File: src/rtl/dnf_pkg.sv
`timescale 1ns / 1ps
// ----------------------------------------------------------------------------
// dnf_pkg: shared types and constants of the decimal number formatter
// Glyph codes, place powers of ten, divider sizing and the status struct
// passed from the divider to the sequencer.
// ----------------------------------------------------------------------------
package dnf_pkg;

  localparam int MAX_DIGITS = 10;
  localparam int PLACE_W    = (MAX_DIGITS > 1) ? $clog2(MAX_DIGITS) : 1;

  localparam int DATA_W     = 32;
  localparam int QUO_W      = 16;
  localparam int DIV_STEPS  = DATA_W;
  localparam int CNT_W      = $clog2(DIV_STEPS);

  localparam logic [15:0] DIGIT_BASE0 = 16'h00a2;
  localparam logic [15:0] DIGIT_BASE1 = 16'h0121;
  localparam logic [15:0] SIGN_GLYPH0 = 16'h00f1;
  localparam logic [15:0] SIGN_GLYPH1 = 16'h01be;
  localparam logic [15:0] BLANK0      = 16'h0001;
  localparam logic [15:0] BLANK1      = 16'h01e2;
  localparam logic [15:0] OVF_GLYPH   = 16'h00e2;
  localparam logic [15:0] TERM_GLYPH  = 16'hffff;
  localparam logic [15:0] ERR_CODE    = 16'h0000;
  localparam logic [15:0] DIGIT_LIMIT = 16'd10;

  typedef enum logic [2:0] {
    GK_DIGIT,
    GK_SIGN,
    GK_BLANK,
    GK_TERM,
    GK_ERROR
  } glyph_kind_t;

  typedef struct packed {
    logic busy;
    logic done;
  } div_stat_t;

  // weight of a decimal place
  function automatic logic [DATA_W-1:0] pow10(input logic [PLACE_W-1:0] place);
    logic [DATA_W-1:0] p;
    case (place)
      PLACE_W'(0): p = 32'd1;
      PLACE_W'(1): p = 32'd10;
      PLACE_W'(2): p = 32'd100;
      PLACE_W'(3): p = 32'd1000;
      PLACE_W'(4): p = 32'd10000;
      PLACE_W'(5): p = 32'd100000;
      PLACE_W'(6): p = 32'd1000000;
      PLACE_W'(7): p = 32'd10000000;
      PLACE_W'(8): p = 32'd100000000;
      PLACE_W'(9): p = 32'd1000000000;
      default:     p = 32'd1;
    endcase
    return p;
  endfunction

endpackage

File: src/rtl/decimal_number_formatter.sv
`timescale 1ns / 1ps
// ----------------------------------------------------------------------------
// decimal_number_formatter: signed 32-bit integer to decimal glyph run
// Sequencer, bit-serial place divider, glyph encoder and output register.
// ----------------------------------------------------------------------------
// One input word is taken at a time and turned into a run of glyph words:
// a sign glyph for negatives, one glyph per decimal place from the top
// (suppressed, blanked or zero padded by pad mode), then the terminator
// 0xffff flagged last. If capacity is not above digit count plus sign, a
// single word with overflow_error and last set is sent instead. Each place
// is worked out by the 32-step bit-serial divider, with its start, hand-over
// and emit states around it, and the run holds while the output is stalled.
// The digit count is clamped to 1..10. The next word is taken as soon as the
// terminator sits in the output register.
// ----------------------------------------------------------------------------
module decimal_number_formatter (
  input  logic        clk,
  input  logic        rst_n,
  input  logic        in_valid,
  output logic        in_stall,
  input  logic signed [31:0] in_value,
  input  logic [3:0]  in_digit_count,
  input  logic [1:0]  in_pad_mode,
  input  logic        in_glyph_set,
  input  logic [15:0] in_capacity,
  output logic        out_valid,
  input  logic        out_stall,
  output logic [15:0] out_char_code,
  output logic        out_last,
  output logic        out_overflow_error
);
  import dnf_pkg::*;

  typedef enum logic [5:0] {
    S_IDLE  = 6'b000001,
    S_HEAD  = 6'b000010,
    S_START = 6'b000100,
    S_DIV   = 6'b001000,
    S_EMIT  = 6'b010000,
    S_TERM  = 6'b100000
  } state_t;

  state_t state_r, state_nxt;

  // item context
  logic [DATA_W-1:0]  mag_r, mag_nxt;
  logic [QUO_W-1:0]   d_r, d_nxt;
  logic [PLACE_W-1:0] place_r, place_nxt;
  logic               neg_r, neg_nxt;
  logic               fit_r, fit_nxt;
  logic               set_r, set_nxt;
  logic               blank_r, blank_nxt;
  logic               zp_r, zp_nxt;   // digits now shown, zeros included

  // output register
  logic        out_valid_r, out_valid_nxt;
  logic [15:0] out_code_r;
  logic        out_last_r;
  logic        out_err_r;

  // input decode
  logic [31:0] in_raw;
  logic        in_neg;
  logic [31:0] in_mag;
  logic [3:0]  n_cl;
  logic [15:0] need_cap;

  // emit path
  logic        slot_free;
  logic        emit;
  glyph_kind_t emit_kind;
  logic        emit_last;
  logic        emit_err;
  logic [15:0] emit_code;
  logic        show;

  // divider
  logic              div_start;
  div_stat_t         div_st;
  logic [QUO_W-1:0]  div_quot;
  logic [DATA_W-1:0] div_rem;

  always_comb begin
    in_raw = in_value;
    in_neg = in_raw[31];
    in_mag = in_neg ? (~in_raw + 32'd1) : in_raw;
    if (in_digit_count == 4'd0) begin
      n_cl = 4'd1;
    end else if (in_digit_count > 4'(MAX_DIGITS)) begin
      n_cl = 4'(MAX_DIGITS);
    end else begin
      n_cl = in_digit_count;
    end
    need_cap = {12'h000, n_cl} + {15'h0000, in_neg};
  end

  assign slot_free = !out_valid_r || !out_stall;
  assign show      = zp_r || (d_r != '0) || (place_r == '0);

  always_comb begin
    state_nxt = state_r;
    mag_nxt   = mag_r;
    d_nxt     = d_r;
    place_nxt = place_r;
    neg_nxt   = neg_r;
    fit_nxt   = fit_r;
    set_nxt   = set_r;
    blank_nxt = blank_r;
    zp_nxt    = zp_r;
    emit      = 1'b0;
    emit_kind = GK_TERM;
    emit_last = 1'b0;
    emit_err  = 1'b0;
    div_start = 1'b0;
    case (state_r)
      S_IDLE: begin
        if (in_valid) begin
          mag_nxt   = in_mag;
          neg_nxt   = in_neg;
          fit_nxt   = (in_capacity > need_cap);
          set_nxt   = in_glyph_set;
          blank_nxt = (in_pad_mode == 2'd1);
          zp_nxt    = (in_pad_mode == 2'd2);   // pad mode three acts as mode 0
          place_nxt = PLACE_W'(n_cl - 4'd1);
          state_nxt = S_HEAD;
        end
      end
      S_HEAD: begin
        if (!fit_r) begin
          if (slot_free) begin
            emit      = 1'b1;
            emit_kind = GK_ERROR;
            emit_last = 1'b1;
            emit_err  = 1'b1;
            state_nxt = S_IDLE;
          end
        end else if (neg_r) begin
          if (slot_free) begin
            emit      = 1'b1;
            emit_kind = GK_SIGN;
            state_nxt = S_START;
          end
        end else begin
          state_nxt = S_START;
        end
      end
      S_START: begin
        div_start = 1'b1;
        state_nxt = S_DIV;
      end
      S_DIV: begin
        if (div_st.done) begin
          mag_nxt   = div_rem;
          d_nxt     = div_quot;
          state_nxt = S_EMIT;
        end
      end
      S_EMIT: begin
        if (!(show || blank_r) || slot_free) begin
          if (show) begin
            emit      = 1'b1;
            emit_kind = GK_DIGIT;
            zp_nxt    = 1'b1;
          end else if (blank_r) begin
            emit      = 1'b1;
            emit_kind = GK_BLANK;
          end
          if (place_r == '0) begin
            state_nxt = S_TERM;
          end else begin
            place_nxt = place_r - 1'b1;
            state_nxt = S_START;
          end
        end
      end
      S_TERM: begin
        if (slot_free) begin
          emit      = 1'b1;
          emit_kind = GK_TERM;
          emit_last = 1'b1;
          state_nxt = S_IDLE;
        end
      end
      default: begin
        state_nxt = S_IDLE;
      end
    endcase
  end

  assign out_valid_nxt = emit || (out_valid_r && out_stall);

  dnf_div u_div (
    .clk      (clk),
    .rst_n    (rst_n),
    .start    (div_start),
    .dividend (mag_r),
    .divisor  (pow10(place_r)),
    .stat     (div_st),
    .quot     (div_quot),
    .rem      (div_rem)
  );

  dnf_glyph u_glyph (
    .kind  (emit_kind),
    .digit (d_r),
    .set   (set_r),
    .code  (emit_code)
  );

  always_ff @(posedge clk) begin
    if (!rst_n) begin
      state_r     <= S_IDLE;
      out_valid_r <= 1'b0;
    end else begin
      state_r     <= state_nxt;
      out_valid_r <= out_valid_nxt;
    end
  end

  always_ff @(posedge clk) begin
    mag_r   <= mag_nxt;
    d_r     <= d_nxt;
    place_r <= place_nxt;
    neg_r   <= neg_nxt;
    fit_r   <= fit_nxt;
    set_r   <= set_nxt;
    blank_r <= blank_nxt;
    zp_r    <= zp_nxt;
    if (emit) begin
      out_code_r <= emit_code;
      out_last_r <= emit_last;
      out_err_r  <= emit_err;
    end
  end

  assign in_stall           = (state_r != S_IDLE);
  assign out_valid          = out_valid_r;
  assign out_char_code      = out_code_r;
  assign out_last           = out_last_r;
  assign out_overflow_error = out_err_r;

  // divider only runs while the sequencer waits on it
  a_div_busy: assert property (@(posedge clk) disable iff (!rst_n)
    div_st.busy |-> (state_r == S_DIV))
    else $error("divider busy outside divide state");

  a_div_done: assert property (@(posedge clk) disable iff (!rst_n)
    div_st.done |-> (state_r == S_DIV))
    else $error("divider result with no one waiting");

  // an accepted word always starts at the head
  a_accept: assert property (@(posedge clk) disable iff (!rst_n)
    (in_valid && !in_stall) |=> (state_r == S_HEAD))
    else $error("accepted word did not start a run");

  // error word is always the whole run
  a_err_last: assert property (@(posedge clk) disable iff (!rst_n)
    (out_valid && out_overflow_error) |-> out_last)
    else $error("error word not flagged last");

endmodule

File: src/rtl/dnf_div.sv
`timescale 1ns / 1ps
// ----------------------------------------------------------------------------
// dnf_div: bit-serial place divider
// Restoring division, one quotient bit per cycle. Keeps the low 16 quotient
// bits and returns dividend - divisor * (quotient mod 2^16), mod 2^32.
// ----------------------------------------------------------------------------
module dnf_div (
  input  logic                      clk,
  input  logic                      rst_n,
  input  logic                      start,
  input  logic [dnf_pkg::DATA_W-1:0] dividend,
  input  logic [dnf_pkg::DATA_W-1:0] divisor,
  output dnf_pkg::div_stat_t        stat,
  output logic [dnf_pkg::QUO_W-1:0] quot,
  output logic [dnf_pkg::DATA_W-1:0] rem
);
  import dnf_pkg::*;

  logic             busy_r;
  logic             done_r;
  logic [CNT_W-1:0] cnt_r;
  logic [DATA_W-1:0] dvd_r;
  logic [DATA_W-1:0] dsr_r;
  logic [DATA_W-1:0] par_r;
  logic [QUO_W-1:0]  quo_r;
  logic [QUO_W-1:0]  z_r;

  logic [DATA_W:0]   trial;
  logic [DATA_W:0]   diff;
  logic              ge;
  logic              hi_bit;
  logic [DATA_W-1:0] par_nxt;
  logic [QUO_W-1:0]  z_nxt;

  always_comb begin
    trial   = {par_r, dvd_r[DATA_W-1]};
    diff    = trial - {1'b0, dsr_r};
    ge      = (trial >= {1'b0, dsr_r});
    par_nxt = ge ? diff[DATA_W-1:0] : trial[DATA_W-1:0];
    // quotient bits above the kept field: fold divisor * 2^j back in
    hi_bit  = (cnt_r < CNT_W'(DIV_STEPS - QUO_W));
    if (hi_bit) begin
      z_nxt = {z_r[QUO_W-2:0], 1'b0} + (ge ? dsr_r[QUO_W-1:0] : {QUO_W{1'b0}});
    end else begin
      z_nxt = z_r;
    end
  end

  always_ff @(posedge clk) begin
    if (!rst_n) begin
      busy_r <= 1'b0;
      done_r <= 1'b0;
      cnt_r  <= '0;
    end else begin
      done_r <= 1'b0;
      if (start) begin
        busy_r <= 1'b1;
        cnt_r  <= '0;
      end else if (busy_r) begin
        cnt_r <= cnt_r + 1'b1;
        if (cnt_r == CNT_W'(DIV_STEPS - 1)) begin
          busy_r <= 1'b0;
          done_r <= 1'b1;
        end
      end
    end
  end

  always_ff @(posedge clk) begin
    if (start) begin
      dvd_r <= dividend;
      dsr_r <= divisor;
      par_r <= '0;
      quo_r <= '0;
      z_r   <= '0;
    end else if (busy_r) begin
      dvd_r <= {dvd_r[DATA_W-2:0], 1'b0};
      par_r <= par_nxt;
      quo_r <= {quo_r[QUO_W-2:0], ge};
      z_r   <= z_nxt;
    end
  end

  assign stat.busy = busy_r;
  assign stat.done = done_r;
  assign quot      = quo_r;
  assign rem       = par_r + {z_r, {(DATA_W - QUO_W){1'b0}}};

endmodule

File: src/rtl/dnf_glyph.sv
`timescale 1ns / 1ps
// ----------------------------------------------------------------------------
// dnf_glyph: glyph code encoder
// Maps a glyph kind, place quotient and glyph set to the emitted code.
// ----------------------------------------------------------------------------
module dnf_glyph (
  input  dnf_pkg::glyph_kind_t      kind,
  input  logic [dnf_pkg::QUO_W-1:0] digit,
  input  logic                      set,
  output logic [15:0]               code
);
  import dnf_pkg::*;

  logic [15:0] base;

  always_comb begin
    base = set ? DIGIT_BASE1 : DIGIT_BASE0;
    case (kind)
      GK_DIGIT: begin
        if (digit >= DIGIT_LIMIT) begin
          code = OVF_GLYPH;
        end else begin
          code = base + {12'h000, digit[3:0]};
        end
      end
      GK_SIGN:  code = set ? SIGN_GLYPH1 : SIGN_GLYPH0;
      GK_BLANK: code = set ? BLANK1 : BLANK0;
      GK_TERM:  code = TERM_GLYPH;
      GK_ERROR: code = ERR_CODE;
      default:  code = ERR_CODE;
    endcase
  end

endmodule

File: config.mk
export PLATFORM = sky130hd
export DESIGN_NAME = decimal_number_formatter
export DESIGN_NICKNAME = d
export VERILOG_FILES = /design/src/rtl/dnf_pkg.sv /design/src/rtl/decimal_number_formatter.sv /design/src/rtl/dnf_div.sv /design/src/rtl/dnf_glyph.sv
export SDC_FILE = /design/constraint.sdc
export NUM_CORES = 1
export LEC_CHECK = 0
export BUFFER_PORTS_ARGS = -buffer_cell sky130_fd_sc_hd__buf_4
export CAP_MARGIN = 10
export CORE_UTILIZATION = 50
export DETAILED_ROUTE_END_ITERATION = 8
export GPL_ROUTABILITY_DRIVEN = 1
export PLACE_DENSITY = 0.68
export SLEW_MARGIN = 20
export SYNTH_ARGS = -nofsm -noshare
export SYNTH_HDL_FRONTEND = slang
export SYNTH_SLANG_ARGS = --single-unit
File: constraint.sdc
create_clock -name clk -period 6.3 [get_ports clk]
set_clock_uncertainty 0.1 [all_clocks]
set_input_delay 1.26 -clock clk [delete_from_list [all_inputs] [get_ports clk]]
set_output_delay 1.26 -clock clk [all_outputs]
set_load 0.1 [all_outputs]
==> results of run 1 <==
power breakdown:
| group | switching [mW] | internal (mW) |
|---|---|---|
| Sequential | 0.175 | 1.56 |
| Combinational | 0.905 | 0.712 |
| Clock | 0.543 | 0.886 |
cell usage in the layout, fill, tap and decap left out, types with 28 or more instances in the layout:
master | Yosys | final
a21oi_1 | 111 | 110
buf_4 | 7 | 86
dfxtp_1 | 78 | 77
edfxtp_1 | 124 | 124
ha_1 | 77 | 77
inv_1 | 55 | 55
mux2i_1 | 30 | 30
nand2_1 | 208 | 207
nor2_1 | 135 | 134
nor3_1 | 28 | 28
o21ai_0 | 87 | 87
xnor2_1 | 38 | 38
xor2_1 | 44 | 44
per-layer routing:
layer,vias to the layer above,GRT usage (%),part of all wire (%)
li1,4908,-,-
met1,4600,32.21,46
met2,283,38.98,45
met3,61,3.696,5.8
met4,0,8.745,3.5
met5,-,0,0
flip-flops by register name, indices dropped and copies added (netlist names):
name / cells
place_r: 4
d_r: 16
mag_r: 32
fit_r: 1
zp_r: 1
u_div.dvd_r: 32
u_div.par_r: 32
u_div.done_r: 1
u_div.dsr_r: 23
out_valid: 1
blank_r: 1
set_r: 1
state_r: 6
u_div.busy_r: 1
u_div.cnt_r: 5
u_div.quot: 16
out_overflow_error: 1
u_div.z_r: 16
neg_r: 1
out_char_code: 10
out_last: 1
critical path, delay by kind of cell (launching register included):
family	cells	cell delay, ps
AO/OA/AOI/OAI	13	2880
adder cells (fa/ha/maj)	3	890
AND/OR/NAND/NOR	4	860
flip-flops	1	370
XOR/XNOR	1	140
buffers and inverters	1	90
stage by stage:
stage	std cells	setup slack (ps)	util [%]	area (µm²)	hold WS (ps)
finish	1735	817.5	58.43	13840	343.6
global route	1735	450.1	58.43	13840	357.3
CTS	1734	848.2	58.30	13810	345.3
detailed placement	1690	851.0	54.82	12980	321.5
global placement	1690	987.1	54.82	12980	324.6
floorplan	1340	979.0	-	12160	307.6
path summary, 6_finish.rpt:
check / startpoint / endpoint / slack, ps / cells after the start
hold reg to reg: u_div.quot[15] / d_r[15] / 340 / 0
hold / removal: u_div.quot[15] / d_r[15] / 340 / 0
setup / recovery: u_div.dsr_r[7] / u_div.z_r[15] / 820 / 22
setup reg to reg: u_div.dsr_r[7] / u_div.z_r[15] / 820 / 22
logic make-up after synthesis:
family          synth area share [%]
simple gates                   18.92
compound gates                 16.62
flops                          43.46
buf+inv                        3.735
xor+xnor                       5.906
fa+ha+maj                      8.581
mux                            2.747
other cells                  0.03084
cell type report:
type	instances	area, µm²	share of cell area [%]
clock inverters	10	135.1	0.9766
clock buffers	34	689.4	4.982
flip-flops and latches	202	5286	38.20
repair buffers	87	673.1	4.865
inverters	57	215.2	1.555
multi-input cells	1026	6439	46.53
well taps	319	399.1	2.885
==> results.sh, run 1 <==
export IMPL_arrival_ps=5750
export IMPL_synthDominantCellAreaShare_pct=30.62
export IMPL_yosysTopAreaCell="edfxtp_1"
export IMPL_yosys_top_cells_area="edfxtp_1 31%, dfxtp_1 13%, ha_1 7.9%, nand2_1 6.4%, a21oi_1 4.6%"
export IMPL_syn_area_um2=12160
export IMPL_synth_edf_count=124
export IMPL_syn_num_nets=1480
export IMPL_critical_path_max_stage_delay_ps=490
export IMPL_finalCriticalPeriod_ps=5483
export IMPL_post_drt_wl_per_cell_um=16.98
export IMPL_antenna_found_initial=0
export IMPL_ios=79
export IMPL_io_buffers=78
export IMPL_num_rows=56
export IMPL_postRouteAntennaNets=0
export IMPL_crit_path_cell_trace="inv_1, ha_1, a21o_1, a211oi_1, o32ai_1, or3_1, a211o_1, o211ai_2, and2_2, nor2_1, ha_1, fa_1, a21oi_1, o21ai_0, o41ai_1, o21ai_0, o21a_1, o21ai_0, nand2b_1, a31oi_1, xnor2_1, a21oi_1"
export IMPL_clockRootBuffer="clkbuf_16"
export IMPL_critPathKind="reg -> reg"
export IMPL_vias=9852
export IMPL_layout_drive_gt1_share_pct=10.88
export IMPL_first_iter_violations=866
export IMPL_postCtsHoldBufs=0
export IMPL_setup_viol=0
export IMPL_finish_net_count=1538
export IMPL_ir_drop_mv=0.1986
export IMPL_synth_ff_type="edfxtp_1"
export IMPL_maxCapViolCount=0
export IMPL_report_power_total_mw=4.779
export IMPL_run_status="finished, final reports clean"
export IMPL_synth_most_common_cell="nand2_1"
export IMPL_die_y_um=158.0
export IMPL_via_per_inst=5.678
export IMPL_clockBufferDepth=3
export IMPL_slew_viol_final=0
export IMPL_cts_buffers=24
export IMPL_syn_area_per_cell_um2=9.075
export IMPL_die_x_um=158.0
export IMPL_leakagePower_nw=5.723
export IMPL_post_cts_buffers=0
export IMPL_hpwl_um=21140
export IMPL_die_area_um2=24950
export IMPL_gp_congestion=0.9063
export IMPL_synth_cell_type_count=71
export IMPL_synthCells=1340
export IMPL_cp_end_kind="register"
export IMPL_area_growth_synth_to_final_pct=13.79
export IMPL_fin_crit_sh_pct=87.02
export IMPL_setup_tns_ps=0
export IMPL_grt_pass1_wl_um=46890
export IMPL_critPathLaunchType="register"
export IMPL_synth_commonest_cells="208 x nand2_1, 135 x nor2_1, 124 x edfxtp_1"
export IMPL_drcViolationCount=0
export IMPL_cts_resized=0
export IMPL_clk_latency_ps=520
export IMPL_finalHoldViolCount=0
export IMPL_powerDensity_nw_per_um2=345.3
export IMPL_synthArstFlopShare_pct=0
export IMPL_start_util_pct=51.35
export IMPL_crit_fanout=6
export IMPL_slew_headroom_pct=34.36
export IMPL_required_ps=6570
export IMPL_core_area_um2=23680
export IMPL_yosysSeqAreaShare_pct=43.46
export IMPL_htree_levels=1
export IMPL_cpMostUsedCell="o21ai_0"
export IMPL_grt_ovfl_total=0
export IMPL_ys_ff_latch=202
export IMPL_numClockSinks=202
export IMPL_clkSlewWorstSetupHoldPaths_ps=60
export IMPL_grt_max_degree=85
export IMPL_grt_pass1_vias=9298
export IMPL_wirelength_um=29460
export IMPL_clock_fmax_ghz=0.1824
export IMPL_grt_util_all_layers_pct=23.96
export IMPL_rsz0062_at_grt="no"
export IMPL_diodes=0
export IMPL_firstDrtPassIters=5
export IMPL_hp_class="reg -> reg"
export IMPL_cts_tree="yes"
export IMPL_cp_slowest_cell="or3_1"
export IMPL_fillers=2103
export IMPL_tightestPinTransition_ps=984.5
export IMPL_synth_warnings=0
Power figures use the tool's default switching activity.
==> run 2, diff against run 1 <==
--- a/config.mk
+++ b/config.mk
@@ -11,6 +11,7 @@
 export DETAILED_ROUTE_END_ITERATION = 8
 export GPL_ROUTABILITY_DRIVEN = 1
 export PLACE_DENSITY = 0.68
+export RECOVER_POWER = 50
 export SLEW_MARGIN = 20
 export SYNTH_ARGS = -nofsm -noshare
 export SYNTH_HDL_FRONTEND = slang
==> run 2 against run 1 <==
Against the previous run: the flow now finishes with violations (max-capacitance violations, max-slew violations); largest cell class unchanged; highest routed layer unchanged; non-clock buffer count stayed put; critical endpoint is now u_div.par_r[30]; clock-buffer cell count stayed put; routed wire length is 0.15% lower; sequential share of layout area is 0.36 points higher; combinational power hardly changed; largest power group unchanged.
==> results.sh, run 2 (synthesis gave the netlist of run 1 again) <==
export IMPL_hpwl_um=21140
export IMPL_p_clk_share_pct=29.9
export IMPL_numClockSinks=202
export IMPL_htree_levels=1
export IMPL_finalHoldViolCount=0
export IMPL_diodes=0
export IMPL_die_area_um2=24950
export IMPL_clk_latency_ps=520
export IMPL_violations="max-capacitance violations, max-slew violations"
export IMPL_grt_pass1_vias=9298
export IMPL_postRouteAntennaNets=0
export IMPL_clock_fmax_ghz=0.1809
export IMPL_via_per_inst=5.682
export IMPL_slew_viol_final=120
export IMPL_hp_class="reg -> reg"
export IMPL_gp_congestion=0.9063
export IMPL_cts_resized=0
export IMPL_drcViolationCount=0
export IMPL_slew_headroom_pct=-71.57
export IMPL_p_int_mw=3.151
export IMPL_setup_tns_ps=0
export IMPL_powerDensity_nw_per_um2=348.2
export IMPL_fin_crit_sh_pct=87.74
export IMPL_num_rows=56
export IMPL_finish_net_count=1538
export IMPL_first_iter_violations=857
export IMPL_run_status="complete, but fails checks"
export IMPL_timing_rr_start="state_r[3]"
export IMPL_io_buffers=78
export IMPL_antenna_found_initial=0
export IMPL_die_y_um=158.0
export IMPL_ir_drop_mv=0.1987
export IMPL_postCtsHoldBufs=0
export IMPL_firstDrtPassIters=5
export IMPL_clockRootBuffer="clkbuf_16"
export IMPL_layout_drive_gt1_share_pct=8.898
export IMPL_grt_max_degree=85
export IMPL_cts_tree="yes"
export IMPL_die_x_um=158.0
export IMPL_wirelength_um=29420
export IMPL_layout_common_cells="208 x nand2_1, 134 x nor2_1, 124 x edfxtp_1, 111 x a21oi_1, 88 x o21ai_0"
export IMPL_finalCriticalPeriod_ps=5527
export IMPL_comb_power_share_pct=33.8
export IMPL_grt_ovfl_total=0
export IMPL_p_seq_share_pct=36.3
export IMPL_place_area_um2=12980
export IMPL_required_ps=6650
export IMPL_grt_util_all_layers_pct=23.96
export IMPL_post_cts_buffers=0
export IMPL_critPathKind="reg -> reg"
export IMPL_critPathLaunchType="register"
export IMPL_core_area_um2=23680
export IMPL_area_growth_synth_to_final_pct=12.73
export IMPL_vias=9858
export IMPL_crit_path_start="state_r[3]"
export IMPL_crit_fanout=63
export IMPL_swShare_pct=33.99
export IMPL_mostFrequentLayoutCell="nand2_1"
export IMPL_setup_viol=0
export IMPL_grt_pass1_wl_um=46890
export IMPL_clkSlewWorstSetupHoldPaths_ps=60
export IMPL_clockBufferDepth=3
export IMPL_post_drt_wl_per_cell_um=16.96
export IMPL_tightestPinTransition_ps=2574
export IMPL_reg_top3="mag_r (32), u_div.dvd_r (32), u_div.par_r (32)"
export IMPL_rsz0062_at_grt="no"
export IMPL_start_util_pct=51.35
export IMPL_hp_start="u_div.quot[15]"
export IMPL_maxCapViolCount=3
export IMPL_design_area_um2=13710
export IMPL_ios=79
export IMPL_cts_buffers=24
export IMPL_arrival_ps=5880
export IMPL_leakagePower_nw=5.633
export IMPL_cp_end_kind="register"
export IMPL_power_switching_mw=1.622
run 2: per-layer routing:
metal	global-route usage (%)	routed length, µm	up-vias
li1	-	-	4911
met1	32.21	13500	4605
met2	38.98	13190	277
met3	3.696	1720	65
met4	8.745	1007	0
met5	0	0	-
run 2: per-stage QoR:
stage / hold WS (ps) / setup WS, ps / power [mW] / std cells / utilization, %
floorplan: 307.6 / 979.0 / 2.969 / 1340 / -
global placement: 324.6 / 987.1 / 3.307 / 1690 / 54.82
detailed placement: 321.5 / 851.0 / 3.341 / 1690 / 54.82
CTS: 345.3 / 848.2 / 4.787 / 1734 / 58.30
global route: 357.3 / 276.9 / 5.075 / 1735 / 57.88
finish: 342.2 / 772.6 / 4.773 / 1735 / 57.88
run 2: layout make-up:
type                       count  area (µm²)
clock inverter                10       135.1
sequential                   202        5286
tap                          319       399.1
fill                        2132        9975
multi-input combinational   1026        6425
clock buffer                  34       689.4
timing repair buffer          87       559.3
inverter                      57       214.0
run 2: path summary, 6_finish.rpt:
check               endpoint  slack, ps  cells after the start
max          u_div.par_r[30]        770                      9
min                  d_r[15]        340                      0
max reg2reg  u_div.par_r[30]        770                      9
min reg2reg          d_r[15]        340                      0
run 2: critical path, cell delays in order (launching register included):
cell and delay (ps):
dfxtp_1 450, nor4_1 120, nand2_1 90, or2_2 100
clkbuf_1 1820, inv_1 1540, buf_4 700, a211oi_1 280
o21ai_0 140, nor2_1 90
run 2: power groups by stage:
stage                     clock, mW  sequential (mW)  combinational (mW)
after floorplan                   0             1.68                1.28
after global placement            0             1.75                1.56
final                          1.43             1.73                1.61
after global routing           1.51             1.75                1.81
after detailed placement          0             1.75                1.59
after CTS                      1.46             1.73                1.60
==> run 3, diff against run 2 <==
--- a/config.mk
+++ b/config.mk
@@ -7,10 +7,11 @@
 export LEC_CHECK = 0
 export BUFFER_PORTS_ARGS = -buffer_cell sky130_fd_sc_hd__buf_4
 export CAP_MARGIN = 10
-export CORE_UTILIZATION = 50
+export CORE_MARGIN = 4
+export CORE_UTILIZATION = 60
 export DETAILED_ROUTE_END_ITERATION = 8
 export GPL_ROUTABILITY_DRIVEN = 1
-export PLACE_DENSITY = 0.68
+export PLACE_DENSITY = 0.79
 export RECOVER_POWER = 50
 export SLEW_MARGIN = 20
 export SYNTH_ARGS = -nofsm -noshare
==> run 3 against run 2 <==
Against the previous run: the flow still finishes with violations (max-capacitance violations, max-slew violations); die area decreased by 9.4%; global-route usage increased by 1.6 points; power down 1.5%; final area down 0.73%; critical endpoint is now u_div.z_r[15]; register-to-register slack lost 80 ps; maximum frequency shrank 1.5%; first-iteration DRC count down 18%; clock power is 5% lower; sequential power barely moved.
==> results.sh, run 3 (synthesis gave the netlist of run 1 again) <==
export IMPL_final_core_util_pct=69.01
export IMPL_gp_congestion=0.9088
export IMPL_p_seq_share_pct=36.8
export IMPL_firstDrtPassIters=5
export IMPL_tightestPinTransition_ps=2449
export IMPL_arrival_ps=5890
export IMPL_leakagePower_nw=5.607
export IMPL_ios=79
export IMPL_grt_util_all_layers_pct=25.53
export IMPL_rsz0062_at_grt="no"
export IMPL_critPathKind="reg -> reg"
export IMPL_cts_tree="yes"
export IMPL_run_status="complete, but fails checks"
export IMPL_setup_viol=0
export IMPL_mostFrequentLayoutCell="nand2_1"
export IMPL_numClockSinks=202
export IMPL_post_cts_buffers=0
export IMPL_setup_tns_ps=0
export IMPL_finish_net_count=1537
export IMPL_hp_class="reg -> reg"
export IMPL_clock_fmax_ghz=0.1782
export IMPL_hpwl_um=20920
export IMPL_crit_path_start="u_div.dsr_r[7]"
export IMPL_io_buffers=78
export IMPL_maxCapViolCount=3
export IMPL_grt_pass1_vias=9085
export IMPL_required_ps=6570
export IMPL_clkSlewWorstSetupHoldPaths_ps=60
export IMPL_layout_drive_gt1_share_pct=9.264
export IMPL_critical_path_top_delay_family="compound AO/OA/AOI/OAI gates"
export IMPL_power_switching_mw=1.619
export IMPL_wirelength_um=29290
export IMPL_hp_start="u_div.quot[15]"
export IMPL_start_util_pct=61.67
export IMPL_swShare_pct=34.46
export IMPL_crit_path_cell_trace="inv_1, ha_1, a21o_1, a211oi_1, o32ai_1, or3_1, a211o_1, o211ai_2, and2_2, buf_4, nor2_1, fa_1, a21oi_1, o21ai_0, o41ai_1, o21ai_0, o21a_1, o21ai_0, nand2b_1, a31oi_1, xnor2_1, a21oi_1"
export IMPL_via_per_inst=5.919
export IMPL_fin_crit_sh_pct=89.08
export IMPL_num_rows=51
export IMPL_cp_end_kind="register"
export IMPL_timing_rr_start="u_div.dsr_r[7]"
export IMPL_first_iter_violations=705
export IMPL_p_clk_share_pct=29.0
export IMPL_clockBufferDepth=3
export IMPL_reg_top3="mag_r (32), u_div.dvd_r (32), u_div.par_r (32)"
export IMPL_grt_ovfl_total=0
export IMPL_clk_latency_ps=520
export IMPL_cpMostUsedCell="o21ai_0"
export IMPL_critPathLaunchType="register"
export IMPL_crit_fanout=27
export IMPL_postRouteAntennaNets=0
export IMPL_clockRootBuffer="clkbuf_16"
export IMPL_cts_resized=0
export IMPL_drcViolationCount=0
export IMPL_die_x_um=150.4
export IMPL_path_buf_inv=2
export IMPL_die_y_um=150.4
export IMPL_htree_levels=1
export IMPL_slew_headroom_pct=-63.26
export IMPL_die_area_um2=22610
export IMPL_cp_slowest_cell="or3_1"
export IMPL_violations="max-capacitance violations, max-slew violations"
export IMPL_p_int_mw=3.081
export IMPL_ir_drop_mv=0.1951
export IMPL_vias=9938
export IMPL_layout_common_cells="207 x nand2_1, 134 x nor2_1, 124 x edfxtp_1, 111 x a21oi_1, 88 x o21ai_0"
export IMPL_critical_path_max_stage_delay_ps=490
export IMPL_grt_max_degree=86
export IMPL_cts_buffers=23
export IMPL_core_area_um2=19720
export IMPL_finalHoldViolCount=0
export IMPL_finalCriticalPeriod_ps=5612
export IMPL_grt_pass1_wl_um=46590
export IMPL_comb_power_share_pct=34.2
export IMPL_diodes=0
export IMPL_area_growth_synth_to_final_pct=11.90
export IMPL_antenna_found_initial=1
export IMPL_slew_viol_final=126
export IMPL_post_drt_wl_per_cell_um=17.44
export IMPL_postCtsHoldBufs=0
export IMPL_powerDensity_nw_per_um2=345.4
==> run 3: cell type report <==
cell class | instances | area [µm²]
well taps | 265 | 331.6
inverters | 57 | 215.2
flip-flops and latches | 202 | 5286
repair buffers | 87 | 566.8
multi-input cells | 1026 | 6427
fillers | 1555 | 6110
clock buffers | 29 | 649.4
clock inverters | 13 | 131.4
==> run 3: worst paths after layout <==
path	end	slack, ps	cells after the start
min reg2reg	d_r[15]	340	0
max reg2reg	u_div.z_r[15]	690	22
min	d_r[15]	340	0
max	u_div.z_r[15]	690	22
==> run 3: through the flow <==
stage	worst slack (ps)	hold WS (ps)	instances	power, mW	cell area, µm²
5_1_grt	321.4	362.0	1679	4.982	13610
2_1_floorplan	979.0	307.6	1340	2.969	12160
6_report	688.2	340.8	1679	4.700	13610
3_5_place_dp	729.9	324.4	1636	3.322	12910
3_3_place_gp	920.2	312.5	1636	3.291	12910
4_1_cts	713.8	343.6	1678	4.696	13700
==> run 3: metal layers <==
metal | wire length [µm] | track usage [%] | vias up
li1 | - | - | 4900
met1 | 13370 | 37.23 | 4657
met2 | 13140 | 40.50 | 342
met3 | 2305 | 3.913 | 39
met4 | 476 | 5.581 | 0
met5 | 0 | 0 | -
==> run 3: power by group through the flow <==
| stage | Combinational [mW] | Clock [mW] | Sequential [mW] |
|---|---|---|---|
| after global placement | 1.55 | 0 | 1.74 |
| after floorplan | 1.28 | 0 | 1.68 |
| after detailed placement | 1.57 | 0 | 1.75 |
| after global routing | 1.80 | 1.43 | 1.75 |
| after CTS | 1.59 | 1.38 | 1.72 |
| final | 1.61 | 1.36 | 1.73 |
